===== config.mk =====
export PLATFORM = sky130hd
export DESIGN_NAME = btrig_front
export DESIGN_NICKNAME = d
export VERILOG_FILES = /design/src/sv/assert_macros.svh /design/src/sv/btrig_pkg.sv /design/src/sv/btrig_front.sv
export SDC_FILE = /design/constraint.sdc
export NUM_CORES = 2
export LEC_CHECK = 0
export ABC_CLOCK_PERIOD_IN_PS = 7200
export BUFFER_PORTS_ARGS = -buffer_cell sky130_fd_sc_hd__buf_2
export CAP_MARGIN = 20
export CORE_MARGIN = 4
export CORE_UTILIZATION = 45
export CTS_CLUSTER_DIAMETER = 150
export DETAILED_ROUTE_END_ITERATION = 7
export PLACE_DENSITY = 0.7
export SETUP_SLACK_MARGIN = 0.05
export SLEW_MARGIN = 10
export SYNTH_ARGS = -nofsm -noshare
export SYNTH_HDL_FRONTEND = slang
export SYNTH_SLANG_ARGS = --single-unit

===== constraint.sdc =====
create_clock -name clk -period 7.2 [get_ports clk]
set_input_delay 0.72 -clock clk [delete_from_list [all_inputs] [get_ports clk]]
set_output_delay 0.72 -clock clk [all_outputs]
set_load 0.01 [all_outputs]

===== src/sv/assert_macros.svh =====
// Assertion macros shared by the trig approximation RTL.
`ifndef ASSERT_MACROS_SVH
`define ASSERT_MACROS_SVH

// Checks a property on every rising clock edge outside of reset.
`define BTRIG_ASSERT(label, prop, msg) \
    label: assert property (@(posedge clk) disable iff (!rst_n) prop) else $error(msg);

// Checks that a condition implies another one in the same cycle.
`define BTRIG_ASSERT_IMP(label, ante, cons, msg) \
    label: assert property (@(posedge clk) disable iff (!rst_n) (ante) |-> (cons)) \
        else $error(msg);

`endif


===== src/sv/btrig_pkg.sv =====
// Package with the types, formats and constants of the trig approximation block.
package btrig_pkg;

    localparam int ANGLE_FRAC_BITS  = 24;
    localparam int RESULT_FRAC_BITS = 16;
    localparam int INNER_FRAC_BITS  = 30;

    // Function select codes.
    localparam logic [1:0] FUNC_COS     = 2'd0;
    localparam logic [1:0] FUNC_SIN     = 2'd1;
    localparam logic [1:0] FUNC_TAN     = 2'd2;
    localparam logic [1:0] FUNC_TAN_ALT = 2'd3;

    // Angle work width, folded angle width and numerator/denominator width.
    localparam int AW = ANGLE_FRAC_BITS + 4;
    localparam int XW = ANGLE_FRAC_BITS + 1;
    localparam int NW = 2 * ANGLE_FRAC_BITS + 5;
    // Magnitude of cosine and sine with one integer bit.
    localparam int MW = INNER_FRAC_BITS + 1;
    localparam int MW1 = MW + 1;
    localparam int RS = INNER_FRAC_BITS - RESULT_FRAC_BITS;

    // Divider cell widths, wide enough for every row of cells.
    localparam int DIV_W = (NW > 32) ? NW : 32;
    localparam int DVD_W = RESULT_FRAC_BITS + 32;
    localparam int QW    = DVD_W;

    // Number of cells in each row.
    localparam int NRED  = 32;
    localparam int NLANE = MW;
    localparam int NTAN  = DVD_W;

    localparam logic [63:0] PI60 = 64'h3243F6A8885A308D;

    localparam logic [63:0] HALF64 =
        ((PI60 >> 1) + (64'd1 << (59 - ANGLE_FRAC_BITS))) >> (60 - ANGLE_FRAC_BITS);
    localparam logic [63:0] PI64 =
        (PI60 + (64'd1 << (59 - ANGLE_FRAC_BITS))) >> (60 - ANGLE_FRAC_BITS);
    localparam logic [63:0] THREE64 =
        (((PI60 * 64'd3) >> 1) + (64'd1 << (59 - ANGLE_FRAC_BITS)))
        >> (60 - ANGLE_FRAC_BITS);
    localparam logic [63:0] TWO64 =
        ((PI60 << 1) + (64'd1 << (59 - ANGLE_FRAC_BITS))) >> (60 - ANGLE_FRAC_BITS);
    localparam logic [63:0] P30_64 = (PI60 + (64'd1 << 29)) >> 30;
    localparam logic [63:0] SQ64 = P30_64 * P30_64;
    localparam logic [63:0] PSQ64 =
        (SQ64 + (64'd1 << (59 - 2 * ANGLE_FRAC_BITS))) >> (60 - 2 * ANGLE_FRAC_BITS);
    // Residue of the offset that turns the signed angle into an unsigned one.
    localparam logic [63:0] C0_64 = (64'd1 << 31) % TWO64;

    localparam logic [AW-1:0] HALF_A  = AW'(HALF64);
    localparam logic [AW-1:0] PI_A    = AW'(PI64);
    localparam logic [AW-1:0] THREE_A = AW'(THREE64);
    localparam logic [AW-1:0] TWO_A   = AW'(TWO64);
    localparam logic [AW-1:0] C0_A    = AW'(C0_64);
    localparam logic [NW-1:0] PSQ_N   = NW'(PSQ64);

    localparam logic [QW-1:0] QMAX_POS = QW'(32'h7FFFFFFF);
    localparam logic [QW-1:0] QMAX_NEG = QW'(32'h80000000);

    typedef struct packed {
        logic [1:0]         func;
        logic signed [31:0] angle;
    } req_t;

    typedef struct packed {
        logic signed [31:0] value;
        logic               saturated;
    } res_t;

    // State handed from one shift-subtract cell to the next.
    typedef struct packed {
        logic [DIV_W-1:0] rem;
        logic [DIV_W-1:0] den;
        logic [DVD_W-1:0] dvd;
        logic [QW-1:0]    quo;
        logic [1:0]       func;
        logic             neg;
        logic             aux;
        logic             zero;
        logic [31:0]      side_val;
    } dcell_t;

endpackage


===== src/sv/btrig_front.sv =====
// Offset removal, sine shift, quadrant fold, squaring and Bhaskara num/den setup.
module btrig_front (
    input  logic              clk,
    input  logic              rst_n,
    input  logic              adv,
    input  logic              in_valid,
    input  btrig_pkg::dcell_t in_cell,
    output logic              out_valid,
    output btrig_pkg::dcell_t cos_cell,
    output btrig_pkg::dcell_t sin_cell
);

    localparam int AW = btrig_pkg::AW;
    localparam int XW = btrig_pkg::XW;
    localparam int NW = btrig_pkg::NW;

    logic          s1_valid_reg, s2_valid_reg, s3_valid_reg, s4_valid_reg, s5_valid_reg;
    logic [1:0]    s1_func_reg, s2_func_reg, s3_func_reg, s4_func_reg;
    logic [AW-1:0] s1_r_reg;
    logic [AW-1:0] s2_rc_reg, s2_rs_reg;
    logic [XW-1:0] s3_xc_reg, s3_xs_reg;
    logic          s3_negc_reg, s3_negs_reg, s4_negc_reg, s4_negs_reg;
    logic [2*XW-1:0] s4_sqc_reg, s4_sqs_reg;
    btrig_pkg::dcell_t s5_cos_reg, s5_sin_reg;

    logic [AW-1:0] r1, r_next, t2, rs_next;
    logic [XW:0]   fold_c, fold_s;
    btrig_pkg::dcell_t cos_next, sin_next;

    // Folds an angle in [0, 2pi) onto [0, pi/2]; the top bit is the sign.
    function automatic logic [XW:0] fold(input logic [AW-1:0] r);
        logic [AW-1:0] x;
        logic          neg;
        if (r < btrig_pkg::HALF_A)
        begin
            x = r;
            neg = 1'b0;
        end
        else if (r < btrig_pkg::PI_A)
        begin
            x = btrig_pkg::PI_A - r;
            neg = 1'b1;
        end
        else if (r < btrig_pkg::THREE_A)
        begin
            x = r - btrig_pkg::PI_A;
            neg = 1'b1;
        end
        else
        begin
            x = btrig_pkg::TWO_A - r;
            neg = 1'b0;
        end
        return {neg, x[XW-1:0]};
    endfunction

    function automatic btrig_pkg::dcell_t lane_init(input logic [2*XW-1:0] sq,
                                                    input logic neg_in,
                                                    input logic [1:0] func);
        logic [NW-1:0] num;
        logic [NW-1:0] den;
        logic [NW-1:0] mag;
        btrig_pkg::dcell_t c;
        num = btrig_pkg::PSQ_N - (NW'(sq) << 2);
        den = btrig_pkg::PSQ_N + NW'(sq);
        mag = num[NW-1] ? (NW'(0) - num) : num;
        c = '0;
        c.rem  = btrig_pkg::DIV_W'(mag >> 1);
        c.den  = btrig_pkg::DIV_W'(den);
        c.dvd  = btrig_pkg::DVD_W'(mag[0]) << (btrig_pkg::DVD_W - 1);
        c.func = func;
        c.neg  = neg_in ^ num[NW-1];
        return c;
    endfunction

    always_comb
    begin
        r1      = in_cell.rem[AW-1:0] - btrig_pkg::C0_A;
        r_next  = r1[AW-1] ? (r1 + btrig_pkg::TWO_A) : r1;
        t2      = s1_r_reg - btrig_pkg::HALF_A;
        rs_next = t2[AW-1] ? (t2 + btrig_pkg::TWO_A) : t2;
        fold_c  = fold(s2_rc_reg);
        fold_s  = fold(s2_rs_reg);
        cos_next = lane_init(s4_sqc_reg, s4_negc_reg, s4_func_reg);
        sin_next = lane_init(s4_sqs_reg, s4_negs_reg, s4_func_reg);
    end

    always_ff @(posedge clk or negedge rst_n)
    begin
        if (!rst_n)
        begin
            s1_valid_reg <= 1'b0;
            s2_valid_reg <= 1'b0;
            s3_valid_reg <= 1'b0;
            s4_valid_reg <= 1'b0;
            s5_valid_reg <= 1'b0;
        end
        else if (adv)
        begin
            s1_valid_reg <= in_valid;
            s2_valid_reg <= s1_valid_reg;
            s3_valid_reg <= s2_valid_reg;
            s4_valid_reg <= s3_valid_reg;
            s5_valid_reg <= s4_valid_reg;
        end
    end

    always_ff @(posedge clk)
    begin
        if (adv)
        begin
            s1_func_reg <= in_cell.func;
            s1_r_reg    <= r_next;
            s2_func_reg <= s1_func_reg;
            s2_rc_reg   <= s1_r_reg;
            s2_rs_reg   <= rs_next;
            s3_func_reg <= s2_func_reg;
            s3_xc_reg   <= fold_c[XW-1:0];
            s3_negc_reg <= fold_c[XW];
            s3_xs_reg   <= fold_s[XW-1:0];
            s3_negs_reg <= fold_s[XW];
            s4_func_reg <= s3_func_reg;
            s4_sqc_reg  <= s3_xc_reg * s3_xc_reg;
            s4_sqs_reg  <= s3_xs_reg * s3_xs_reg;
            s4_negc_reg <= s3_negc_reg;
            s4_negs_reg <= s3_negs_reg;
            s5_cos_reg  <= cos_next;
            s5_sin_reg  <= sin_next;
        end
    end

    assign out_valid = s5_valid_reg;
    assign cos_cell  = s5_cos_reg;
    assign sin_cell  = s5_sin_reg;

endmodule


Yosys cells after proc, flatten, opt, wreduce, memory -nomap -nowiden
Cells that the tools add are included.
- multiplexer cells: 14
- add/sub/neg operators: 16
- bitwise gates (word level): 2
- $lt $le $gt $ge: 6
- $mul: 2
- operators by type and width (cell ; count):
    two-way mux 25 bit ; 6
    adder 52 x 50 -> 53 bit (first input constant) ; 2
    subtractor 1 x 53 -> 53 bit (first input constant) ; 2
    subtractor 52 x 52 -> 53 bit (first input constant) ; 2
    two-way mux 52 bit ; 2
    multiplier 25 x 25 -> 50 bit ; 2
    adder 28 x 27 -> 28 bit (second input constant) ; 2
    less-than comparator 28 x 25 -> 1 bit (second input constant) ; 2
    less-than comparator 28 x 26 -> 1 bit (second input constant) ; 2
    less-than comparator 28 x 27 -> 1 bit (second input constant) ; 2
    two-way mux 27 bit ; 2
    subtractor 23 x 25 -> 25 bit (first input constant) ; 2
    subtractor 25 bit (first input constant) ; 2
    subtractor 25 bit (second input constant) ; 2
    subtractor 28 x 25 -> 28 bit (second input constant) ; 1
    subtractor 28 x 26 -> 28 bit (second input constant) ; 1
    two-way mux 1 bit ; 4
    XOR 1 bit ; 2
- output and inout bits: 479
- word-level logic and storage cells: 73
- register bits after elaboration: 467

Longest topological paths before layout
- depth in word-level cells: 4
- mapped depth: 29
- depth with buffers taken out: 27

Worst setup path after synthesis
No wires, ideal clock.
- path type: register to register
- start: reg s3_xc_reg[3]
- end: reg s4_sqc_reg[43] (data pin)
- data required time: 6938 ps
- path slack: -186 ps
- clock period less this slack: 7386 ps
- stages on the path, launching flop included: 27
- arrival: 7124 ps
- path through: edfxtp_1 > clkbuf_1 > clkbuf_1 > nand2_1 > fa_1 > inv_1 > fa_1 > inv_1 > fa_1 > fa_1 > inv_1 > fa_1 > fa_1 > inv_1 > fa_1 > inv_1 > ha_1 > a21o_1 > a21o_1 > a21o_1 > nor2_1 > or4b_1 > o211ai_1 > o31ai_1 > a21boi_1 > o21ai_1 > xor2_1
- cells in the longest elaborated chain, start to end: 1
- RTL lines (element ; RTL line ; RTL):
    start, declared ; btrig_front.sv:21 ; logic [XW-1:0] s3_xc_reg, s3_xs_reg;
    start signal, assigned ; btrig_front.sv:118 ; s3_xc_reg <= fold_c[XW-1:0];
    multiplier 25 x 25 -> 50 bit ; btrig_front.sv:123 ; s4_sqc_reg <= s3_xc_reg * s3_xc_reg;
    end signal, assigned ; btrig_front.sv:123 ;
    end, declared ; btrig_front.sv:23 ; logic [2*XW-1:0] s4_sqc_reg, s4_sqs_reg;
Every way passes these cells.
A chain may end at the register's enable or synchronous reset.

Worst setup path after layout
- start: reg s3_xc_reg[15]
- end: reg s4_sqc_reg[45] (data pin)
The elaborated chain is that of the path after synthesis.

==> results.json <==
{
  "status": "finished clean",
  "fin_cells": 8639,
  "worstMarginPinSlew_ns": 1.07,
  "avgSynthCellArea_sq_um": 9.75,
  "syn-cell-area_sq_mm": 0.0622,
  "grt_max_degree": 168,
  "routedWlPerCell_um": 16.6,
  "cts.htree.levels": 2,
  "ant_nets": 0,
  "cts_root_buffer": "clkbuf_16",
  "numCtsBuffers": 51,
  "vias": 43400,
  "ys_async_sr_fraction_pct": 1.09,
  "row_count": 136,
  "numPortBuffers": 246,
  "fill_cells": 12189,
  "drt_iter0_drc": 2657,
  "ff2ff_setup_slack_ns": 0.05,
  "holdPathStages": 1,
  "antenna_found_initial": 1,
  "min_period_ns": 7.15,
  "rr_endpoint": "s4_sqc_reg[45]",
  "multi_input_area_sq_mm": 0.0421,
  "rsz0062_at_grt": "yes",
  "dp_hpwl_mm": 116,
  "area_delta_synth_final_pct": 11.7,
  "fmax_mhz": 140,
  "largest_reg_flops": 105,
  "yosysSeqAreaShare_pct": 22.0,
  "finalSetupViolCount": 0,
  "grt_pass1_vias": 45057,
  "synthCells": 6379,
  "hold_viol_final": 0,
  "dr.pass1.iters": 6,
  "rr_worst_depth": 26,
  "die_y_um": 380,
  "finalCritPeriodShare_pct": 99.3,
  "relSlewSlack_pct": 28.3,
  "ys_types": 101,
  "clk_latency_ns": 0.64,
  "n_antenna_cell": 0,
  "min_to": "s1_func_reg[1]",
  "nets": 8382,
  "clockBufferDepth": 3,
  "grt_pass1_wl_mm": 232,
  "crit_start": "s3_xc_reg[15]",
  "dieArea_sq_mm": 0.144,
  "cts_tree": "built",
  "r2r-start": "s3_xc_reg[15]",
  "yosys_warnings": 0,
  "endpoint_kind": "flop",
  "crit_required_ns": 7.58,
  "drive_above_1_share_pct": 14.3,
  "startpoint_type": "flop",
  "finClkSkew_ns": 0.0193,
  "via_per_inst": 5.02,
  "path_class": "flop to flop",
  "hold_path.class": "input pin to flop",
  "cp.arrival_ns": 7.53,
  "synth-edff-count": 452,
  "synth_ff_type": "edfxtp_1",
  "ios": 722,
  "globalRoute.totalOverflow": 0,
  "worstPathMaxFanout": 4,
  "drc_errors": 0,
  "slew_violations": 0,
  "layout_commonest_cell": "inv_1",
  "die_w_um": 380,
  "clk_pin_slew_ns": 0.06,
  "hp-start": "in_cell[36]",
  "maxCapViolations": 0,
  "mostFrequentLayoutCells": "inv_1 (1331), fa_1 (908), nand2_1 (486), edfxtp_1 (452), ha_1 (381)",
  "routed_wl_mm": 144,
  "routabilityCongestion": 0.903,
  "clock_sinks": 457,
  "initial_core_util_pct": 45.3,
  "placedCellCount": 8475,
  "coreArea_sq_mm": 0.137,
  "ys_ff_latch": 457,
  "regArea_sq_mm": 0.0137,
  "grt_usage_pct": 19.5
}
[how the worst max path moves through the flow]
stage	cells past startpoint	slack [ns]	endpoint
floorplan	26	0.06	s4_sqc_reg[43]
detailed placement	25	-0.26	s4_sqs_reg[47]
global route	26	-0.17	s4_sqc_reg[45]
global placement	25	-0.20	s4_sqs_reg[49]
CTS	27	0.05	s4_sqs_reg[47]
finish	26	0.05	s4_sqc_reg[45]
[worst max-delay path, cell delays in order (launching register included)]
cell and delay, ns:
edfxtp_1 0.51, buf_6 0.17, and2_4 0.15, fa_1 0.49
inv_2 0.04, fa_1 0.49, inv_2 0.04, fa_1 0.55
inv_1 0.07, fa_1 0.50, inv_1 0.06, fa_1 0.47
fa_1 0.52, inv_1 0.05, fa_1 0.48, inv_1 0.06
ha_4 0.23, a21o_1 0.18, a21o_1 0.21, nor2_2 0.15
or4b_4 0.48, o211ai_1 0.17, buf_4 0.17, o31ai_4 0.12
a21boi_2 0.27, o21ai_1 0.12, xor2_1 0.15
[metal layers]
layer  vias up  track usage, %  routed length [um]
met3       228            3.27               10600
met4         0            5.07                3940
met2      1587            32.2               67000
li1      20271               -                   -
met5         -               0                   0
met1     21314            26.9               62100
[synthesized netlist by cell type, drive strengths merged, types with 186 or more instances]
cell    instances  share of area (%)
edfxtp        452                 22
inv          1380                8.3
a21oi         207                1.7
buf           324                3.7
ha            401                8.1
clkbuf        195                1.2
and2          269                2.7
fa            935                 30
nor2          251                1.5
nand2         517                3.1
xnor2         316                4.5
xor2          186                2.6
[metrics by stage]
stage | cell area (sq um) | util (%) | hold slack [ns] | setup WS [ns] | setup TNS (ns)
detailed placement | 66100 | 48.2 | 0.405 | -0.258 | -2.82
CTS | 68400 | 49.8 | 0.213 | 0.0478 | 0
finish | 69400 | 50.6 | 0.271 | 0.0483 | 0
global route | 69400 | 50.6 | 0.227 | -0.166 | -1.56
global placement | 66100 | 48.1 | 0.403 | -0.200 | -1.57
floorplan | 63200 | - | 0.400 | 0.0613 | 0
[what timing repair did]
item,CTS,global route
gates cloned,0,1
endpoints found under the hold margin,5,0
buffers inserted,30,39
pin swaps,37,142
hold buffers,1,0
resized for setup,62,223
endpoints found under the setup margin,24,35
[cells by family after synthesis]
logic type	synth area share, %
XOR/XNOR	7.16
adder cells (fa/ha/maj)	38.2
AO/OA/AOI/OAI	8.36
other	0.0121
AND/OR/NAND/NOR	10.7
multiplexers	0.306
buffers and inverters	13.2
flip-flops	22.0
[final cells by class]
class                           instances  share of cell area, %
Sequential cell                       457                   19.7
Clock inverter                         33                  0.582
Inverter                             1380                   7.48
Clock buffer                           62                   1.90
Timing Repair Buffer                  624                   6.48
Multi-Input combinational cell       4289                   60.6
Tap cell                             1794                   3.23
Power is not shown: default switching activity piles up to over one toggle a cycle in this logic, so the estimate is an artifact.
