### config.mk
export PLATFORM = sky130hd
export DESIGN_NAME = btrig_cell
export DESIGN_NICKNAME = d
export VERILOG_FILES = /design/src/sv/assert_macros.svh /design/src/sv/btrig_pkg.sv /design/src/sv/btrig_cell.sv
export SDC_FILE = /design/constraint.sdc
export NUM_CORES = 1
export LEC_CHECK = 0
export BUFFER_PORTS_ARGS = -buffer_cell sky130_fd_sc_hd__buf_4
export CAP_MARGIN = 40
export CORE_AREA = 3 3 187 189
export DETAILED_ROUTE_END_ITERATION = 7
export DIE_AREA = 0 0 190 192
export RECOVER_POWER = 25
export SLEW_MARGIN = 25
export SYNTH_ARGS = -nofsm -noshare
export SYNTH_HDL_FRONTEND = slang
export SYNTH_SLANG_ARGS = --single-unit
### constraint.sdc
create_clock -name clk -period 1.2 [get_ports clk]
set_clock_uncertainty 0.15 [all_clocks]
set_input_delay 0 -clock clk [delete_from_list [all_inputs] [get_ports clk]]
set_output_delay 0 -clock clk [all_outputs]
set_load 0.1 [all_outputs]
### src/sv/assert_macros.svh
// Assertion macros shared by the trig approximation RTL.
`ifndef ASSERT_MACROS_SVH
`define ASSERT_MACROS_SVH

// Checks a property on every rising clock edge outside of reset.
`define BTRIG_ASSERT(label, prop, msg) \
    label: assert property (@(posedge clk) disable iff (!rst_n) prop) else $error(msg);

// Checks that a condition implies another one in the same cycle.
`define BTRIG_ASSERT_IMP(label, ante, cons, msg) \
    label: assert property (@(posedge clk) disable iff (!rst_n) (ante) |-> (cons)) \
        else $error(msg);

`endif

### src/sv/btrig_pkg.sv
// Package with the types, formats and constants of the trig approximation block.
package btrig_pkg;

    localparam int ANGLE_FRAC_BITS  = 24;
    localparam int RESULT_FRAC_BITS = 16;
    localparam int INNER_FRAC_BITS  = 30;

    // Function select codes.
    localparam logic [1:0] FUNC_COS     = 2'd0;
    localparam logic [1:0] FUNC_SIN     = 2'd1;
    localparam logic [1:0] FUNC_TAN     = 2'd2;
    localparam logic [1:0] FUNC_TAN_ALT = 2'd3;

    // Angle work width, folded angle width and numerator/denominator width.
    localparam int AW = ANGLE_FRAC_BITS + 4;
    localparam int XW = ANGLE_FRAC_BITS + 1;
    localparam int NW = 2 * ANGLE_FRAC_BITS + 5;
    // Magnitude of cosine and sine with one integer bit.
    localparam int MW = INNER_FRAC_BITS + 1;
    localparam int MW1 = MW + 1;
    localparam int RS = INNER_FRAC_BITS - RESULT_FRAC_BITS;

    // Divider cell widths, wide enough for every row of cells.
    localparam int DIV_W = (NW > 32) ? NW : 32;
    localparam int DVD_W = RESULT_FRAC_BITS + 32;
    localparam int QW    = DVD_W;

    // Number of cells in each row.
    localparam int NRED  = 32;
    localparam int NLANE = MW;
    localparam int NTAN  = DVD_W;

    localparam logic [63:0] PI60 = 64'h3243F6A8885A308D;

    localparam logic [63:0] HALF64 =
        ((PI60 >> 1) + (64'd1 << (59 - ANGLE_FRAC_BITS))) >> (60 - ANGLE_FRAC_BITS);
    localparam logic [63:0] PI64 =
        (PI60 + (64'd1 << (59 - ANGLE_FRAC_BITS))) >> (60 - ANGLE_FRAC_BITS);
    localparam logic [63:0] THREE64 =
        (((PI60 * 64'd3) >> 1) + (64'd1 << (59 - ANGLE_FRAC_BITS)))
        >> (60 - ANGLE_FRAC_BITS);
    localparam logic [63:0] TWO64 =
        ((PI60 << 1) + (64'd1 << (59 - ANGLE_FRAC_BITS))) >> (60 - ANGLE_FRAC_BITS);
    localparam logic [63:0] P30_64 = (PI60 + (64'd1 << 29)) >> 30;
    localparam logic [63:0] SQ64 = P30_64 * P30_64;
    localparam logic [63:0] PSQ64 =
        (SQ64 + (64'd1 << (59 - 2 * ANGLE_FRAC_BITS))) >> (60 - 2 * ANGLE_FRAC_BITS);
    // Residue of the offset that turns the signed angle into an unsigned one.
    localparam logic [63:0] C0_64 = (64'd1 << 31) % TWO64;

    localparam logic [AW-1:0] HALF_A  = AW'(HALF64);
    localparam logic [AW-1:0] PI_A    = AW'(PI64);
    localparam logic [AW-1:0] THREE_A = AW'(THREE64);
    localparam logic [AW-1:0] TWO_A   = AW'(TWO64);
    localparam logic [AW-1:0] C0_A    = AW'(C0_64);
    localparam logic [NW-1:0] PSQ_N   = NW'(PSQ64);

    localparam logic [QW-1:0] QMAX_POS = QW'(32'h7FFFFFFF);
    localparam logic [QW-1:0] QMAX_NEG = QW'(32'h80000000);

    typedef struct packed {
        logic [1:0]         func;
        logic signed [31:0] angle;
    } req_t;

    typedef struct packed {
        logic signed [31:0] value;
        logic               saturated;
    } res_t;

    // State handed from one shift-subtract cell to the next.
    typedef struct packed {
        logic [DIV_W-1:0] rem;
        logic [DIV_W-1:0] den;
        logic [DVD_W-1:0] dvd;
        logic [QW-1:0]    quo;
        logic [1:0]       func;
        logic             neg;
        logic             aux;
        logic             zero;
        logic [31:0]      side_val;
    } dcell_t;

endpackage

### src/sv/btrig_cell.sv
// One shift-subtract cell: shifts in a dividend bit and develops one quotient bit.
module btrig_cell (
    input  logic              clk,
    input  logic              rst_n,
    input  logic              adv,
    input  logic              in_valid,
    input  btrig_pkg::dcell_t in_cell,
    output logic              out_valid,
    output btrig_pkg::dcell_t out_cell
);

    logic [btrig_pkg::DIV_W-1:0] trial;
    logic [btrig_pkg::DIV_W-1:0] diff;
    logic                        take;
    btrig_pkg::dcell_t           cell_next;
    btrig_pkg::dcell_t           cell_reg;
    logic                        valid_reg;

    always_comb
    begin
        trial = {in_cell.rem[btrig_pkg::DIV_W-2:0], in_cell.dvd[btrig_pkg::DVD_W-1]};
        diff  = trial - in_cell.den;
        take  = (trial >= in_cell.den);
        cell_next      = in_cell;
        cell_next.rem  = take ? diff : trial;
        cell_next.dvd  = {in_cell.dvd[btrig_pkg::DVD_W-2:0], 1'b0};
        cell_next.quo  = {in_cell.quo[btrig_pkg::QW-2:0], take};
    end

    always_ff @(posedge clk or negedge rst_n)
    begin
        if (!rst_n)
        begin
            valid_reg <= 1'b0;
        end
        else if (adv)
        begin
            valid_reg <= in_valid;
        end
    end

    always_ff @(posedge clk)
    begin
        if (adv)
        begin
            cell_reg <= cell_next;
        end
    end

    assign out_valid = valid_reg;
    assign out_cell  = cell_reg;

endmodule

Word level (Yosys, flattened, before mapping) --
Cells that the tools add are included.
Storage, ports and cells: flip-flop bits (word level) 239, output and inout bits 240
Cells by class: $add $sub $neg 1, $lt $le $gt $ge 1, mux-type cells 1
Operators by type and width (count):
- 53-bit >= comparator | 1
- 53-bit two-way mux | 1
- 53-bit subtractor | 1

Depth between registers and ports, before layout --
Gate-level depths: netlist of the first run.
depth in word-level cells 2, depth in mapped cells 13

Least setup slack after synthesis of the first run --
Ideal clock, no wire load.
path kind in2reg, from input port in_cell[136] (netlist bit), to register cell_reg (netlist bit out_cell[222]) (data pin), setup time 0.260 ns, arrival 2.832 ns, required time 0.790 ns, setup slack -2.042 ns, stages 13, buffers on the path 1, cells stage by stage inv_1 > ha_1 > a211o_1 > o21ai_0 > and2_1 > o31a_1 > o21ai_2 > a31oi_1 > o31a_1 > o2111a_1 > o21ai_4 > buf_6 > mux2_2
RTL lines:
- from (decl) | RTL line btrig_cell.sv:7 | input btrig_pkg::dcell_t in_cell,
- to (signal assigned) | RTL line btrig_cell.sv:46 | cell_reg <= cell_next;
- to (decl) | RTL line btrig_cell.sv:16 | btrig_pkg::dcell_t cell_reg;

==> flow_summary.ini, run 1 <==
[placement]
port_buffers = 479
dpl.hpwl_um = 31400
gp_congestion = 0.860
placed_cells = 1919

[drt]
drtIter0Drc = 601
drt_first_pass_iters = 6
routed_wl_um = 49300
avgRoutedWirePerCell_um = 21.2
post-route-drc-count = 0
dr_total_vias = 11000
vias_per_cell = 4.72
ant_nets = 0

[global_route]
overflow = 0
grt_pass1_wl_um = 71200
grt_max_degree = 49
first_global_vias = 11600
antenna_found_initial = 4
grt.total_usage_pct = 25.6

[synthesis]
synthTopCellsByArea = edfxtp_1 64%, ha_1 5.9%, mux2_1 4.4%
yosysTopAreaCellShare_pct = 63.8
synth.mux.area_fraction_pct = 5.40
syn_avg_cell_area_um2 = 13.7
yosys.area_share.simple_pct = 6.19
synth.largest_area_cell = edfxtp_1
synth_cells = 818
ys.flop_type = edfxtp_1
synth-adder-area-share_pct = 6.10
yosys-top-cells-count = 238 x edfxtp_1, 67 x inv_1, 57 x a21oi_1, 53 x ha_1, 44 x mux2_1
syn_area_um2 = 11200
syn-num-nets = 1115
ys_seq_elements = 239
synth-edff-count = 238
synth_seq_area_share_pct = 64.0
synth_warnings = 0
synth_top_family_by_area = compound AO/OA/AOI/OAI gates
synth_cell_types = 65
synth_most_common_cell = edfxtp_1
synth_compound_area_share_pct = 10.9
yosys.area_share.xor_xnor_pct = 3.75
ys_async_sr_fraction_pct = 0.418

[sta]
min_period_ps = 2700
finalHoldViolCount = 12
period_share_pct = 225
layout_setup_ws_ps = -1500
final-setup-viol-count = 293
clock.fmax_ghz = 0.371
holdWs_ps = -515
rsz0062_at_grt = true
setup_tns_ps = -104040
maxSlewViolCount = 0

[cts]
cts_tree = done
cts.clk_slew.worst_paths_ps = 60
cts-root-buf = clkbuf_16
clock_path_buffers = 3
clk_latency_ps = 560
cts_buffers = 29
clock-sinks = 239
htree_levels = 1

[die]
die_x_um = 190
start_util_pct = 33.5
die_area_um2 = 36500
core_um2 = 33400
fp-row-count = 67
die_y_um = 192
io_pins = 483

[layout]
drive_above_1_share_pct = 46.5
area.growth.synth_to_final_pct = 105
nets = 2151
stdcell_count = 2324
finish.utilization_pct = 68.6
fillerInstances = 2298

[worst_setup_path]
crit_type = input pin to register
startpoint_type = input pin
critPathArrivalTime_ps = 2880
worstPathRequired_ps = 1380
path_max_fanout = 4
end_kind = register

[power_and_ir_drop]
pwr_density_cell_nw_per_um2 = 1430
p_leak_nw = 10.2
peakVddDrop_v = 0.00125

[hold_path]
min_path_type = input pin to register

[run]
cap_violations = 0

[status]
violations = hold timing, setup timing
status = finished, violations left
[cell families after synthesis]
group,Yosys count
buffers and inverters,97
muxes,54
adders and majority gates,54
DFF,239
AOI/OAI and AO/OA,184
and+or+nand+nor,141
other,1
xor gates and xnor gates,48
[layout by cell type, fill, tap and decap left out, types with 4 or more instances in the layout]
cell	count
a21o_1	31
a21oi_1	48
a21oi_2	7
a31oi_1	4
and3_1	5
buf_12	16
buf_4	434
buf_6	255
buf_8	7
bufinv_16	4
clkbuf_1	5
clkbuf_16	30
clkinv_1	8
dlygate4sd3_1	320
edfxtp_1	238
ha_1	39
ha_4	13
inv_1	58
inv_4	5
mux2_4	50
nand2_1	39
nand2b_1	4
nand3_1	7
nand4_1	18
nor2_1	34
nor3_1	8
o21a_1	6
o21ai_0	25
o21ai_1	5
o21ai_2	5
o21bai_1	7
o22ai_1	4
or2_2	4
or3_1	5
xnor2_1	29
xor2_1	18
[per-layer routing]
metal,global-route usage (%),vias up,share of wire [%]
met1,28.4,5310,37
met2,46.0,403,51
met5,0,-,0.085
met3,6.44,119,6.1
li1,-,5135,-
met4,11.9,6,5.3
[path summary, 6_finish.rpt]
path,from,endpoint,slack [ps],depth (start not counted)
max,in_cell[136],out_cell[193],-1500,16
min,in_cell[133],out_cell[133],-520,1
max reg2reg,out_valid,out_valid,240,1
min in group asynchronous,rst_n,out_valid,170,3
min reg2reg,out_valid,out_valid,430,1
max in group asynchronous,rst_n,out_valid,620,3
[registers in the layout, indices dropped and copies added, names as in the netlist]
| signal | count |
|---|---|
| out_valid | 1 |
| out_cell | 238 |
[per-stage QoR]
step           area, um^2  total power, mW  setup WS (ps)
6_report            22900             32.9          -1500
5_1_grt             22900             34.0          -1520
4_1_cts             22700             32.6          -1520
3_5_place_dp        17000             21.7          -2470
3_3_place_gp        17000             21.6          -2450
2_1_floorplan       11400             18.2          -1850
[what timing repair did]
action	4_1_cts	5_1_grt
setup endpoints to repair	293	293
resized for setup	336	31
buffers inserted	26	4
hold buffers	307	13
gates cloned	4	1
pin swaps	19	11
endpoints found under the hold margin	477	23
[critical path, cell delays in order]
cell and delay (ps):
buf_8 90, inv_8 30, ha_4 280, o211a_1 160, o21ai_2 60, and2_4 160
o31a_1 270, o21ai_4 200, a31oi_4 130, o31a_1 320, o2111a_1 290, o21ai_4 180
buf_6 160, buf_16 120, buf_8 120, mux2_4 290
[layout make-up]
class                           count  area, um^2  share of cell area, %
Tap cell                          448         561                   2.44
Clock inverter                     18         205                  0.894
Sequential cell                   239        7170                   31.3
Antenna cell                        1        2.50                 0.0109
Clock buffer                       34         744                   3.25
Inverter                           67         272                   1.18
Timing Repair Buffer             1035        9840                   42.9
Multi-Input combinational cell    482        4150                   18.1
[report_power, final]
part | switching [mW] | internal [mW] | total, mW
sequential | 0.420 | 10.1 | 10.6
combinational | 8.41 | 4.97 | 13.4
clock | 3.67 | 5.29 | 8.97
total | 12.5 | 20.4 | 32.9
No activity file was read; power rests on OpenSTA's default activity.
==> run 2: changes to the inputs <==
--- a/config.mk
+++ b/config.mk
@@ -10,6 +10,8 @@
 export CORE_AREA = 3 3 187 189
 export DETAILED_ROUTE_END_ITERATION = 7
 export DIE_AREA = 0 0 190 192
+export HOLD_SLACK_MARGIN = 0.02
+export PLACE_DENSITY_LB_ADDON = 0.3
 export RECOVER_POWER = 25
 export SLEW_MARGIN = 25
 export SYNTH_ARGS = -nofsm -noshare
==> run 2 against run 1 <==
Against the previous run:
- non-clock buffer count is 42 lower
- cell count shrank 1.8%
- first-iteration DRC count decreased by 14%
- routed wire length fell by 3.3%
- critical endpoint is now out_cell[222]
- count of clock-buffer cells in the layout up 2
- die area is the same
- highest routed layer unchanged
- sequential share of layout area is 0.60 points higher
- sequential power is essentially flat
- sequential cell count did not move
- final area is 1.9% lower
- critical path type unchanged
- the run still ends with hold timing, setup timing left
- largest power group unchanged
- worst hold slack gained 25 ps
==> flow_summary.ini, run 2 (same netlist as run 1, synthesis figures left out) <==
[layout]
finish.utilization_pct = 67.3
fillerInstances = 2293
final_common_cell = buf_4
largest_reg_flops = 238
nets = 2108
area.growth.synth_to_final_pct = 101
most-common-layout-cells = 336 x buf_4, 277 x dlygate4sd3_1, 251 x buf_6
drive_above_1_share_pct = 47.0

[placement]
gp_congestion = 0.850
dpl.hpwl_um = 31400
port_buffers = 479

[power_and_ir_drop]
switching_share_pct = 37.4
comb_power_share_pct = 39.8
pwr_density_cell_nw_per_um2 = 1470
p_clk_share_pct = 28.4
p_leak_nw = 9.95
switchingPower_mw = 12.4
finalPower_mw = 33.1
power_frac_seq_pct = 31.8
p_int_mw = 20.7
peakVddDrop_v = 0.00158

[die]
die_y_um = 192
die_x_um = 190
fp-row-count = 67
die_area_um2 = 36500
io_pins = 483
core_um2 = 33400
start_util_pct = 33.5

[sta]
layout_setup_ws_ps = -1540
final-setup-viol-count = 293
clock.fmax_ghz = 0.365
holdWs_ps = -490
maxSlewViolCount = 0
finalHoldViolCount = 8
min_period_ps = 2740
rsz0062_at_grt = true
period_share_pct = 228

[global_route]
overflow = 0
antenna_found_initial = 2
grt.total_usage_pct = 24.8
first_global_vias = 11600
grt_max_degree = 63
grtUsageMet2_pct = 43.7
grt_util_met3_pct = 5.48
groute.layer.met1.usage_pct = 27.8
grt_pass1_wl_um = 69400
busiest_layer = met2

[status]
violations = hold timing, setup timing
status = finished, violations left

[drt]
post-route-drc-count = 0
drtIter0Drc = 514
ant_nets = 0
vias_per_cell = 4.76
drt_first_pass_iters = 5
dr_total_vias = 10900
avgRoutedWirePerCell_um = 20.9
routed_wl_um = 47700

[worst_setup_path]
critPathMaxStageDelay_ps = 440
crit_slowest_cell = o41a_1
worstPathRequired_ps = 1340
critPathArrivalTime_ps = 2880
crit_chain = buf_4 > inv_1 > ha_2 > nand2_1 > a21oi_1 > a221o_1 > buf_4 > o41a_1 > a21bo_2 > a221oi_4 > buf_6 > o21ai_4 > buf_6 > xor2_2 > mux2_4
path_max_fanout = 6
startpoint_type = input pin
end_kind = register
crit_type = input pin to register

[cts]
cts_tree = done
cts_buffers = 28
clock_path_buffers = 3
cts.clk_slew.worst_paths_ps = 60
clock-sinks = 239
htree_levels = 1
clk_latency_ps = 540
cts-root-buf = clkbuf_16

[hold_path]
min_path_type = input pin to register

[run]
cap_violations = 0
-- run 2: cell count changes in the layout (fill, tap and decap cells not counted), moves of 3 or more --
cell	previous run	this run
clkbuf_1	5	19
clkbuf_8	0	4
dlygate4sd3_1	320	277
buf_8	7	11
clkbuf_4	0	84
buf_6	255	251
clkinv_1	8	1
buf_12	16	12
buf_4	434	336
inv_2	3	6
-- run 2: power by group through the flow --
stage               combinational [mW]  sequential, mW  clock, mW
floorplan                         2.08            16.1          0
global placement                  11.2            10.5          0
detailed placement                11.2            10.5          0
CTS                               12.9            10.5       9.51
global route                      13.7            10.6       9.94
finish                            13.2            10.5       9.40
-- run 2: per-layer routing --
layer  part of all wire, %  vias up
met5                 0.025        -
met3                   6.3      144
met1                    37     5196
met2                    50      464
met4                   6.4        2
li1                      -     5072
-- run 2: cell type report --
cell class                 count  area (um^2)  share of cell area, %
timing repair buffer         993         9350                   41.6
antenna                        2         5.00                 0.0222
sequential                   239         7170                   31.9
multi-input combinational    482         4130                   18.3
clock inverter                16          230                   1.02
clock buffer                  36          792                   3.52
inverter                      67          267                   1.18
tap                          448          561                   2.49
-- run 2: what timing repair did --
item,CTS,global route
hold buffers,265,12
resized for setup,327,31
setup endpoints to repair,293,293
pin swaps,18,15
buffers inserted,20,5
cloned,3,2
hold endpoints to repair,477,19
-- run 2: worst max-delay path: cells and delay by family --
kind / cells / cell delay, ps
adders and majority gates: 1 / 320
and+or+nand+nor: 1 / 80
buffers and inverters: 5 / 610
muxes: 1 / 260
xor gates and xnor gates: 1 / 140
AOI/OAI and AO/OA: 6 / 1460
-- run 2: per-stage QoR --
stage | setup TNS (ps) | setup slack (ps) | std cells | instance area, um^2
finish | -96650 | -1540 | 2283 | 22500
global route | -110010 | -1600 | 2281 | 22500
CTS | -101930 | -1560 | 2262 | 22200
detailed placement | -113810 | -2430 | 1922 | 17100
global placement | -113480 | -2430 | 1922 | 17100
floorplan | -97960 | -1850 | 818 | 11400
-- run 2: worst paths after layout --
| check | start | slack, ps | endpoint | depth (start not counted) |
|---|---|---|---|---|
| worst max-delay path | in_cell[145] | -1540 | out_cell[222] | 15 |
| worst min-delay path | in_cell[134] | -490 | out_cell[134] | 1 |
| worst max register to register | out_valid | 210 | out_valid | 1 |
| worst min register to register | out_valid | 470 | out_valid | 1 |
| max in group asynchronous | rst_n | 570 | out_valid | 3 |
| min in group asynchronous | rst_n | 190 | out_valid | 3 |
