$ cat config.mk
export PLATFORM = sky130hd
export DESIGN_NAME = btrig_round
export DESIGN_NICKNAME = d
export VERILOG_FILES = /design/src/sv/assert_macros.svh /design/src/sv/btrig_pkg.sv /design/src/sv/btrig_round.sv
export SDC_FILE = /design/constraint.sdc
export NUM_CORES = 1
export LEC_CHECK = 0
export BUFFER_PORTS_ARGS = -buffer_cell sky130_fd_sc_hd__buf_2
export CAP_MARGIN = 30
export CORE_AREA = 2 2 283 285
export CTS_CLUSTER_SIZE = 8
export DETAILED_ROUTE_END_ITERATION = 10
export DIE_AREA = 0 0 285 287
export GPL_ROUTABILITY_DRIVEN = 1
export GPL_TIMING_DRIVEN = 1
export PLACE_DENSITY_LB_ADDON = 0.12
export SLEW_MARGIN = 30
export SYNTH_ARGS = -nofsm -noshare
export SYNTH_HDL_FRONTEND = slang
export SYNTH_SLANG_ARGS = --single-unit
$ cat constraint.sdc
create_clock -name clk -period 3.2 [get_ports clk]
set_clock_uncertainty 0.05 [all_clocks]
set_input_delay 0.96 -clock clk [delete_from_list [all_inputs] [get_ports clk]]
set_output_delay 0.96 -clock clk [all_outputs]
set_load 0.05 [all_outputs]
$ cat src/sv/assert_macros.svh
// Assertion macros shared by the trig approximation RTL.
`ifndef ASSERT_MACROS_SVH
`define ASSERT_MACROS_SVH

// Checks a property on every rising clock edge outside of reset.
`define BTRIG_ASSERT(label, prop, msg) \
    label: assert property (@(posedge clk) disable iff (!rst_n) prop) else $error(msg);

// Checks that a condition implies another one in the same cycle.
`define BTRIG_ASSERT_IMP(label, ante, cons, msg) \
    label: assert property (@(posedge clk) disable iff (!rst_n) (ante) |-> (cons)) \
        else $error(msg);

`endif

$ cat src/sv/btrig_pkg.sv
// Package with the types, formats and constants of the trig approximation block.
package btrig_pkg;

    localparam int ANGLE_FRAC_BITS  = 24;
    localparam int RESULT_FRAC_BITS = 16;
    localparam int INNER_FRAC_BITS  = 30;

    // Function select codes.
    localparam logic [1:0] FUNC_COS     = 2'd0;
    localparam logic [1:0] FUNC_SIN     = 2'd1;
    localparam logic [1:0] FUNC_TAN     = 2'd2;
    localparam logic [1:0] FUNC_TAN_ALT = 2'd3;

    // Angle work width, folded angle width and numerator/denominator width.
    localparam int AW = ANGLE_FRAC_BITS + 4;
    localparam int XW = ANGLE_FRAC_BITS + 1;
    localparam int NW = 2 * ANGLE_FRAC_BITS + 5;
    // Magnitude of cosine and sine with one integer bit.
    localparam int MW = INNER_FRAC_BITS + 1;
    localparam int MW1 = MW + 1;
    localparam int RS = INNER_FRAC_BITS - RESULT_FRAC_BITS;

    // Divider cell widths, wide enough for every row of cells.
    localparam int DIV_W = (NW > 32) ? NW : 32;
    localparam int DVD_W = RESULT_FRAC_BITS + 32;
    localparam int QW    = DVD_W;

    // Number of cells in each row.
    localparam int NRED  = 32;
    localparam int NLANE = MW;
    localparam int NTAN  = DVD_W;

    localparam logic [63:0] PI60 = 64'h3243F6A8885A308D;

    localparam logic [63:0] HALF64 =
        ((PI60 >> 1) + (64'd1 << (59 - ANGLE_FRAC_BITS))) >> (60 - ANGLE_FRAC_BITS);
    localparam logic [63:0] PI64 =
        (PI60 + (64'd1 << (59 - ANGLE_FRAC_BITS))) >> (60 - ANGLE_FRAC_BITS);
    localparam logic [63:0] THREE64 =
        (((PI60 * 64'd3) >> 1) + (64'd1 << (59 - ANGLE_FRAC_BITS)))
        >> (60 - ANGLE_FRAC_BITS);
    localparam logic [63:0] TWO64 =
        ((PI60 << 1) + (64'd1 << (59 - ANGLE_FRAC_BITS))) >> (60 - ANGLE_FRAC_BITS);
    localparam logic [63:0] P30_64 = (PI60 + (64'd1 << 29)) >> 30;
    localparam logic [63:0] SQ64 = P30_64 * P30_64;
    localparam logic [63:0] PSQ64 =
        (SQ64 + (64'd1 << (59 - 2 * ANGLE_FRAC_BITS))) >> (60 - 2 * ANGLE_FRAC_BITS);
    // Residue of the offset that turns the signed angle into an unsigned one.
    localparam logic [63:0] C0_64 = (64'd1 << 31) % TWO64;

    localparam logic [AW-1:0] HALF_A  = AW'(HALF64);
    localparam logic [AW-1:0] PI_A    = AW'(PI64);
    localparam logic [AW-1:0] THREE_A = AW'(THREE64);
    localparam logic [AW-1:0] TWO_A   = AW'(TWO64);
    localparam logic [AW-1:0] C0_A    = AW'(C0_64);
    localparam logic [NW-1:0] PSQ_N   = NW'(PSQ64);

    localparam logic [QW-1:0] QMAX_POS = QW'(32'h7FFFFFFF);
    localparam logic [QW-1:0] QMAX_NEG = QW'(32'h80000000);

    typedef struct packed {
        logic [1:0]         func;
        logic signed [31:0] angle;
    } req_t;

    typedef struct packed {
        logic signed [31:0] value;
        logic               saturated;
    } res_t;

    // State handed from one shift-subtract cell to the next.
    typedef struct packed {
        logic [DIV_W-1:0] rem;
        logic [DIV_W-1:0] den;
        logic [DVD_W-1:0] dvd;
        logic [QW-1:0]    quo;
        logic [1:0]       func;
        logic             neg;
        logic             aux;
        logic             zero;
        logic [31:0]      side_val;
    } dcell_t;

endpackage

$ cat src/sv/btrig_round.sv
// Rounds both quotients, forms the cosine or sine result and sets up the tangent division.
module btrig_round (
    input  logic              clk,
    input  logic              rst_n,
    input  logic              adv,
    input  logic              cos_valid,
    input  logic              sin_valid,
    input  btrig_pkg::dcell_t cos_cell,
    input  btrig_pkg::dcell_t sin_cell,
    output logic              out_valid,
    output btrig_pkg::dcell_t out_cell
);

    localparam int MW  = btrig_pkg::MW;
    localparam int MW1 = btrig_pkg::MW1;

    logic [MW-1:0]  mag_c, mag_s, mag_sel;
    logic           neg_c, neg_s, neg_sel;
    logic [MW1-1:0] rsum;
    logic [31:0]    m32;
    btrig_pkg::dcell_t cell_next;
    btrig_pkg::dcell_t cell_reg;
    logic           valid_reg;

    // Rounds half up on the final remainder.
    function automatic logic [MW-1:0] round_mag(input btrig_pkg::dcell_t c);
        logic up;
        up = ({c.rem, 1'b0} >= {1'b0, c.den});
        return c.quo[MW-1:0] + MW'(up);
    endfunction

    always_comb
    begin
        mag_c = round_mag(cos_cell);
        mag_s = round_mag(sin_cell);
        neg_c = cos_cell.neg && (mag_c != '0);
        neg_s = sin_cell.neg && (mag_s != '0);
        mag_sel = (cos_cell.func == btrig_pkg::FUNC_SIN) ? mag_s : mag_c;
        neg_sel = (cos_cell.func == btrig_pkg::FUNC_SIN) ? neg_s : neg_c;
        rsum = {1'b0, mag_sel} + (MW1'(1) << (btrig_pkg::RS - 1));
        m32  = 32'(rsum >> btrig_pkg::RS);

        cell_next          = '0;
        cell_next.den      = btrig_pkg::DIV_W'(mag_c);
        cell_next.dvd      = (btrig_pkg::DVD_W'(mag_s) << btrig_pkg::RESULT_FRAC_BITS)
                             + btrig_pkg::DVD_W'(mag_c >> 1);
        cell_next.func     = cos_cell.func;
        cell_next.neg      = neg_s ^ neg_c;
        cell_next.aux      = neg_s;
        cell_next.zero     = (mag_c == '0);
        cell_next.side_val = neg_sel ? (32'd0 - m32) : m32;
    end

    always_ff @(posedge clk or negedge rst_n)
    begin
        if (!rst_n)
        begin
            valid_reg <= 1'b0;
        end
        else if (adv)
        begin
            valid_reg <= cos_valid && sin_valid;
        end
    end

    always_ff @(posedge clk)
    begin
        if (adv)
        begin
            cell_reg <= cell_next;
        end
    end

    assign out_valid = valid_reg;
    assign out_cell  = cell_reg;

endmodule

=== Word-level counts from Yosys, hierarchy flattened ===
Index checks and enable logic that the tools add are counted.

* Equality and inequality tests: 1
* Mux-type cells: 3
* Reduce and logical (&&, ||, !) cells: 6
* Add/sub/neg operators: 5
* Order comparisons: 2
* Bitwise logic cells: 1

{| class="wikitable"
|+ Operator list
! operator !! number
|-
| >= comparator 54 x 53 -> 1 bit || 2
|-
| adder 31 x 1 -> 31 bit || 2
|-
| nonzero test 31 bit || 2
|-
| adder 47 x 30 -> 48 bit || 1
|-
| adder 31 x 14 -> 32 bit (second input constant) || 1
|-
| zero test 31 bit || 1
|-
| 2-to-1 mux 31 bit || 1
|-
| subtractor 1 x 18 -> 19 bit (first input constant) || 1
|-
| 2-to-1 mux 18 bit || 1
|-
| logical AND 1 bit || 3
|-
| equality test 2 x 1 -> 1 bit (second input constant) || 1
|-
| 2-to-1 mux 1 bit || 1
|-
| bitwise XOR 1 bit || 1
|}

* Input bits: 483
* Logic and storage cells: 27
* Output and inout bits: 240
* Register bits after elaboration: 104

=== Longest topological paths before layout ===
Gate-level depths: netlist of run 1.

* Word-level depth: 6
* Mapped depth: 33
* Gate-level depth less buffers: 33

=== Least setup slack after synthesis of run 1 ===
No wires, ideal clock.

* Path kind: input to register
* Start point: in cos_cell[137] (netlist name)
* End point: reg cell_reg (netlist bit out_cell[119]), data pin
* Data required time: 2.890 ns
* Setup time: 0.260 ns
* Cell stages on the path: 32
* Buffers on the path: 1
* Path slack: -3.748 ns
* Arrival: 6.637 ns
* Path through: inv_1 -> ha_1 -> nand4_1 -> a21oi_1 -> nor2_1 -> a211o_1 -> a31oi_1 -> a211oi_1 -> o21ai_0 -> a221oi_1 -> o21ai_0 -> a21oi_1 -> o31ai_1 -> ha_1 -> ha_1 -> clkbuf_1 -> nand4_1 -> nor4_1 -> nand2_1 -> xor2_1 -> inv_1 -> ha_1 -> o21ai_0 -> a21boi_0 -> o21ai_0 -> a21boi_0 -> o21ai_0 -> a21o_1 -> a21oi_1 -> a311oi_1 -> nor3_1 -> xnor2_1

{| class="wikitable"
|+ RTL lines
! what !! line !! text
|-
| start, declared || btrig_round.sv:8 || <nowiki>input btrig_pkg::dcell_t cos_cell,</nowiki>
|-
| end signal, assigned || btrig_round.sv:70 || <nowiki>cell_reg <= cell_next;</nowiki>
|-
| end, declared || btrig_round.sv:22 || <nowiki>btrig_pkg::dcell_t cell_reg;</nowiki>
|}

==> flow_summary.ini, run 1 <==
[timing]
fin_crit_sh_pct = 194.1
fin_ws_ps = -3013
finalHoldViolations = 0
rsz0062_at_grt = true
drv_slew = 0
period_needed_ps = 6213
max_slew_margin_pct = 53.36
tightestPinTransition_ps = 697.8
setup_viol = 85
fmax_mhz = 161.0

[placement]
pre_cts_ws_ps = -4037
place.gp.congestion = 0.8365
portBuffers = 399
hpwl_microns = 49780

[layout]
fin_nets = 2610
area_growth_pct = 74.36
nFillCells = 8741
post-route-util_pct = 23.61
layout-drive-gt1-share_pct = 53.54

[yosys]
synth-adder-area-share_pct = 14.88
synth.area.top_cells = edfxtp_1 25%, ha_1 15%, buf_4 11%
synth_area_sq_um = 10650
synthMuxAreaShare_pct = 1.434
synth_edf_count = 87
synth_top_family_by_area = simple AND/OR/NAND/NOR gates
ys_ff_latch = 88
synthSimpleGateAreaFrac_pct = 20.73
yosys.area_share.xor_xnor_pct = 9.378
synth_top_area_cell = edfxtp_1
ys_async_sr_fraction_pct = 1.136
ys_warn_count = 0
synthFlopType = edfxtp_1
synth-compound-area-share_pct = 11.88
syn_avg_cell_area_sq_um = 8.607
ys_seq_area_share_pct = 24.77
synth.distinct_cells = 80
netlist.area_leader.share_pct = 24.54
synth_cells = 1237

[floorplanning]
die_h_microns = 287
fp-row-count = 103
die_area_sq_um = 81800
io_pins = 723
die_w_microns = 285
core-area_sq_um = 78610
start_util_pct = 13.54

[drt]
drc = 0
vias_per_cell = 3.756
drt_iter0_markers = 373
via_count = 11482
drt_pass1_iterations = 5
ant_nets = 0
wirelength_microns = 56040
avgRoutedWirePerCell_microns = 18.33

[critical_path]
endpoint_kind = flip-flop
worstPathMaxFanout = 3
cp_data_required_time_ps = 3290
start_kind = primary input
critPathKind = in -> reg
cp.arrival_ps = 6300

[job]
drv_cap = 0

[global_routing]
track_usage_pct = 13.39
grt_overflow_total = 0
grt_max_degree = 37
grt_pass1_vias = 11810
antenna_found_initial = 24
grt_pass1_wl_microns = 79590

[power_and_ir_drop]
comb_power_share_pct = 53.1
p_leak_uw = 0.008762
pwr-share-clk_pct = 20.5
ir_worst_vdd_mv = 0.2340
p_seq_share_pct = 26.4
pwr_density_cell_nw_per_um2 = 302.4
sw_frac_of_total_pct = 45.27
power.switching_uw = 2541
p_int_uw = 3072

[cts]
tritoncts = done
worst_skew_pair.late_latency_ps = 390
clk_pin_slew_ps = 70
clockRootBuffer = clkbuf_16
hold_buffers = 0
cts_sinks = 88
htreeDepth = 3
clk_path_buf_depth = 2
cts_buffers = 9

[outcome]
failed_checks = negative setup slack
status = finished, violations left

[worst_hold_path]
hp-class = in -> async
-- through the flow --
| stage | area (sq um) | hold WS [ps] | instances | TNS (ps) | power, uW |
|---|---|---|---|---|---|
| 2_1_floorplan | 11760 | 614.4 | 1359 | -158230 | 3270 |
| 3_3_place_gp | 16540 | 487.3 | 2989 | -244540 | 4236 |
| 3_5_place_dp | 16540 | 493.5 | 2989 | -242990 | 4237 |
| 4_1_cts | 18000 | 243.4 | 3046 | -169010 | 5646 |
| 5_1_grt | 18560 | 253.3 | 3056 | -189490 | 5937 |
| 6_report | 18560 | 283.2 | 3057 | -168200 | 5613 |
-- power groups by stage --
stage	combinational [uW]	clock [uW]	sequential [uW]
5_1_grt	3200	1240	1500
3_3_place_gp	2720	0	1520
3_5_place_dp	2720	0	1520
2_1_floorplan	1330	0	1940
6_report	2980	1150	1480
4_1_cts	2940	1210	1490
-- synthesized netlist by cell type, drive strengths merged (5+ instances only) --
master / n
a21boi: 6
a21o: 37
a21oi: 50
a31oi: 13
and2: 17
and3: 15
and4: 13
buf: 161
clkbuf: 22
edfxtp: 87
ha: 125
inv: 136
mux2i: 13
nand2: 39
nand2b: 17
nand3: 35
nand4: 64
nor2: 64
nor2b: 16
nor3: 38
nor3b: 8
nor4: 21
o21ai: 35
o22ai: 6
or2: 7
or3: 6
or4: 5
xnor2: 73
xor2: 41
-- cells in the final DEF (no fill, tap or decap), drive strengths merged, types with 4 or more instances in the layout --
| cell type | synthesis | layout |
|---|---|---|
| nor3b | 8 | 8 |
| a21oi | 50 | 50 |
| buf | 161 | 814 |
| nor2b | 16 | 16 |
| o21ai | 35 | 35 |
| ha | 125 | 125 |
| nand2 | 39 | 39 |
| or3 | 6 | 6 |
| inv | 136 | 139 |
| o22ai | 6 | 6 |
| or4 | 5 | 5 |
| clkbuf | 22 | 9 |
| conb | 1 | 123 |
| nand2b | 17 | 17 |
| edfxtp | 87 | 87 |
| and4 | 13 | 13 |
| or2 | 7 | 7 |
| and3 | 15 | 15 |
| a31o | 4 | 4 |
| nand4 | 64 | 64 |
| xnor2 | 73 | 73 |
| a21boi | 6 | 6 |
| nor3 | 38 | 38 |
| nand3 | 35 | 35 |
| and2 | 17 | 17 |
| a21o | 37 | 37 |
| xor2 | 41 | 41 |
| nor4 | 21 | 21 |
| mux2i | 13 | 13 |
| nor2 | 64 | 64 |
| a31oi | 13 | 13 |
| a211oi | 4 | 4 |
-- path summary, 6_finish.rpt --
check	startpoint	end	slack, ps	cells past startpoint
worst max register to register	out_valid$_DFFE_PN0P_	out_valid$_DFFE_PN0P_	2510	2
min in group clk	out_valid$_DFFE_PN0P_	out_valid$_DFFE_PN0P_	500	2
worst min register to register	out_valid$_DFFE_PN0P_	out_valid$_DFFE_PN0P_	500	2
max in group asynchronous	rst_n	out_valid$_DFFE_PN0P_	2730	1
worst min-delay path	rst_n	out_valid$_DFFE_PN0P_	280	1
worst max-delay path	sin_cell[180]	out_cell[129]$_DFFE_PP_	-3010	24
-- worst max-delay path, stage by stage --
cell       delay [ps]
buf_2              80
inv_1              40
ha_1              300
a21o_1            190
a21o_1            170
a21oi_1           140
nor2b_1            50
o21ai_0           130
nand2b_1          100
a2111oi_1         690
o221ai_4          270
ha_4              250
ha_4              160
and2_4            140
nand4_4           110
nor2_4             50
xnor2_2           140
or3_4             380
or4b_4            520
or4_4             430
or4_4             480
buf_12            160
nor4_4            270
xnor2_1            80
-- per-layer routing --
layer	vias up	wire, microns	global-route usage, %
met3	69	3753	4.270
met2	355	27610	23.62
met5	-	199	0
met1	5362	23610	15.87
met4	34	866	2.775
li1	5662	-	-
-- kinds of logic (layout without fill, tap and decap cells) --
family,after synthesis,count (layout)
AND/OR/NAND/NOR,381,381
buffers and inverters,319,966
multiplexers,15,15
AO/OA/AOI/OAI,193,193
XOR/XNOR,114,114
adder cells (fa/ha/maj),126,126
other,1,124
flip-flops,88,88
-- flip-flops by register name, summed over array words and instances (netlist names) --
signal / flops
out_valid: 1
out_cell: 87
-- area by class of cell --
type	instances	area [sq um]	share of cell area, %
multi-input combinational	952	8243	44.41
timing repair buffer	814	5503	29.64
sequential	88	2638	14.21
tap	1050	1314	7.077
inverter	136	563.0	3.033
clock buffer	9	225.2	1.213
clock inverter	7	75.07	0.4044
antenna	1	2.502	0.01348
-- timing repair --
| item | in CTS | in global routing |
|---|---|---|
| gates cloned | 1 | 0 |
| resized for setup | 162 | 112 |
| pin swaps | 92 | 49 |
| setup endpoints to repair | 85 | 85 |
| setup buffers | 43 | 27 |
Power figures use the tool's default switching activity.
==> run 2: changes to the inputs <==
Settings changed: MAX_ROUTING_LAYER set to met4.
==> run 2 against run 1 <==
Compared with the run above:
- register-to-register slack is essentially flat
- global-route usage grew 0.49 points
- the run still ends with negative setup slack left
- critical path type unchanged
- sequential power is essentially flat
- count of clock-buffer cells in the layout is the same
- worst setup slack lost 49 ps
- die area is the same
- wire length grew 1.3%
- combinational power grew 3%
==> flow_summary.ini, run 2 (synthesized netlist as in run 1, its figures left out) <==
[critical_path]
critPathSlowestCell = or4b_2
cp.arrival_ps = 6350
start_kind = primary input
cp_data_required_time_ps = 3290
critPathKind = in -> reg
cp_cell_sequence = buf_2, inv_1, ha_1, nand4_1, or4b_2, or3_4, nor3_4, a2111oi_2, o221ai_4, ha_4, ha_4, and2_4, nand4_4, buf_6, or3_1, and2_1, or4b_4, or4_4, or4_4, buf_12, nor4_4, xnor2_1
slowest_delay_ps = 700
endpoint_kind = flip-flop
worstPathMaxFanout = 4

[drt]
drc = 0
drt_iter0_markers = 333
vias_per_cell = 3.740
wirelength_microns = 56760
avgRoutedWirePerCell_microns = 18.36
via_count = 11564
ant_nets = 0
drt_pass1_iterations = 4

[layout]
multiInputGateArea_sq_um = 8416
fin_area_sq_um = 19020
post-route-util_pct = 24.19
regArea_sq_um = 2638
layout-drive-gt1-share_pct = 54.71
mostFrequentLayoutCell = buf_2
largest_reg_flops = 87
fin_nets = 2631
mostFrequentLayoutCells = 386 x buf_2, 361 x buf_4, 123 x conb_1, 112 x inv_1, 102 x ha_1
nFillCells = 8813
area_growth_pct = 78.61

[cts]
worst_skew_pair.late_latency_ps = 390
clockRootBuffer = clkbuf_16
clk_path_buf_depth = 2
hold_buffers = 0
cts_buffers = 9
cts_sinks = 88
htreeDepth = 3
clk_pin_slew_ps = 70
tritoncts = done

[outcome]
failed_checks = negative setup slack
status = finished, violations left

[worst_hold_path]
hp-class = in -> async

[power_and_ir_drop]
comb_power_share_pct = 53.7
power.switching_uw = 2572
p_seq_share_pct = 26.1
p_int_uw = 3119
sw_frac_of_total_pct = 45.19
pwr-share-clk_pct = 20.2
p_leak_uw = 0.008975
ir_worst_vdd_mv = 0.2257
pwr_density_cell_nw_per_um2 = 299.3

[floorplanning]
start_util_pct = 13.54
die_h_microns = 287
core-area_sq_um = 78610
io_pins = 723
die_area_sq_um = 81800
die_w_microns = 285
fp-row-count = 103

[timing]
drv_slew = 0
setup_viol = 85
rsz0062_at_grt = true
fin_ws_ps = -3062
period_needed_ps = 6262
max_slew_margin_pct = 56.58
hold-worst-slack_ps = 280.4
fmax_mhz = 159.7
finalHoldViolations = 0
tightestPinTransition_ps = 644.5
fin_crit_sh_pct = 195.7

[global_routing]
grt_max_degree = 37
grt_pass1_vias = 11941
antenna_found_initial = 20
grt_overflow_total = 0
grt_pass1_wl_microns = 80130
track_usage_pct = 13.88

[placement]
portBuffers = 399
pre_cts_ws_ps = -4077
place.gp.congestion = 0.8356
place_area_sq_um = 16540
hpwl_microns = 49920

[job]
drv_cap = 0
==> run 2: timing repair <==
action	CTS	global route
setup buffers	51	41
endpoints found under the setup margin	85	85
gates cloned	3	1
resized for setup	231	86
pin swaps	103	67
==> run 2: critical path: cells and delay by family <==
family                     cells  cell delay (ps)
adders and majority gates      3              640
AOI/OAI and AO/OA              2              200
buffers and inverters          4              450
xor gates and xnor gates       1              100
and+or+nand+nor               12             4000
==> run 2: cell type report <==
cell class,instances,share of cell area (%)
Clock inverter,7,0.3751
Timing Repair Buffer,835,30.25
Antenna cell,15,0.1974
Clock buffer,9,1.184
Multi-Input combinational cell,952,44.26
Tap cell,1050,6.909
Sequential cell,88,13.87
Inverter,136,2.961
==> run 2: metal layers <==
metal	share of wire [%]	global-route usage, %	wire length [microns]	vias to the layer above
li1	-	-	-	5730
met1	44	16.27	24870	5461
met2	50	24.00	28100	337
met3	5.1	3.548	2917	36
met4	1.5	2.709	871	0
met5	0	-	0	-
==> run 2: worst paths after layout <==
kind / start / end / slack [ps] / cells past startpoint
worst max-delay path: sin_cell[181] / out_cell[129]$_DFFE_PP_ / -3060 / 22
worst min-delay path: rst_n / out_valid$_DFFE_PN0P_ / 280 / 1
worst max register to register: out_valid$_DFFE_PN0P_ / out_valid$_DFFE_PN0P_ / 2510 / 2
worst min register to register: out_valid$_DFFE_PN0P_ / out_valid$_DFFE_PN0P_ / 510 / 2
max in group asynchronous: rst_n / out_valid$_DFFE_PN0P_ / 2730 / 1
min in group clk: out_valid$_DFFE_PN0P_ / out_valid$_DFFE_PN0P_ / 510 / 2
==> run 2: per-stage QoR <==
step	setup TNS (ps)	total power (uW)	std cells
2_1_floorplan	-158230	3270	1359
3_3_place_gp	-244600	4235	2989
3_5_place_dp	-244720	4235	2989
4_1_cts	-170890	5685	3052
5_1_grt	-188050	6011	3092
6_report	-167070	5691	3092
==> run 2: power by group through the flow <==
stage	logic, uW	registers [uW]	clock network [uW]
after floorplan	1330	1940	0
after global placement	2720	1520	0
after detailed placement	2710	1520	0
after CTS	2980	1500	1210
after global routing	3270	1500	1240
final	3060	1490	1150
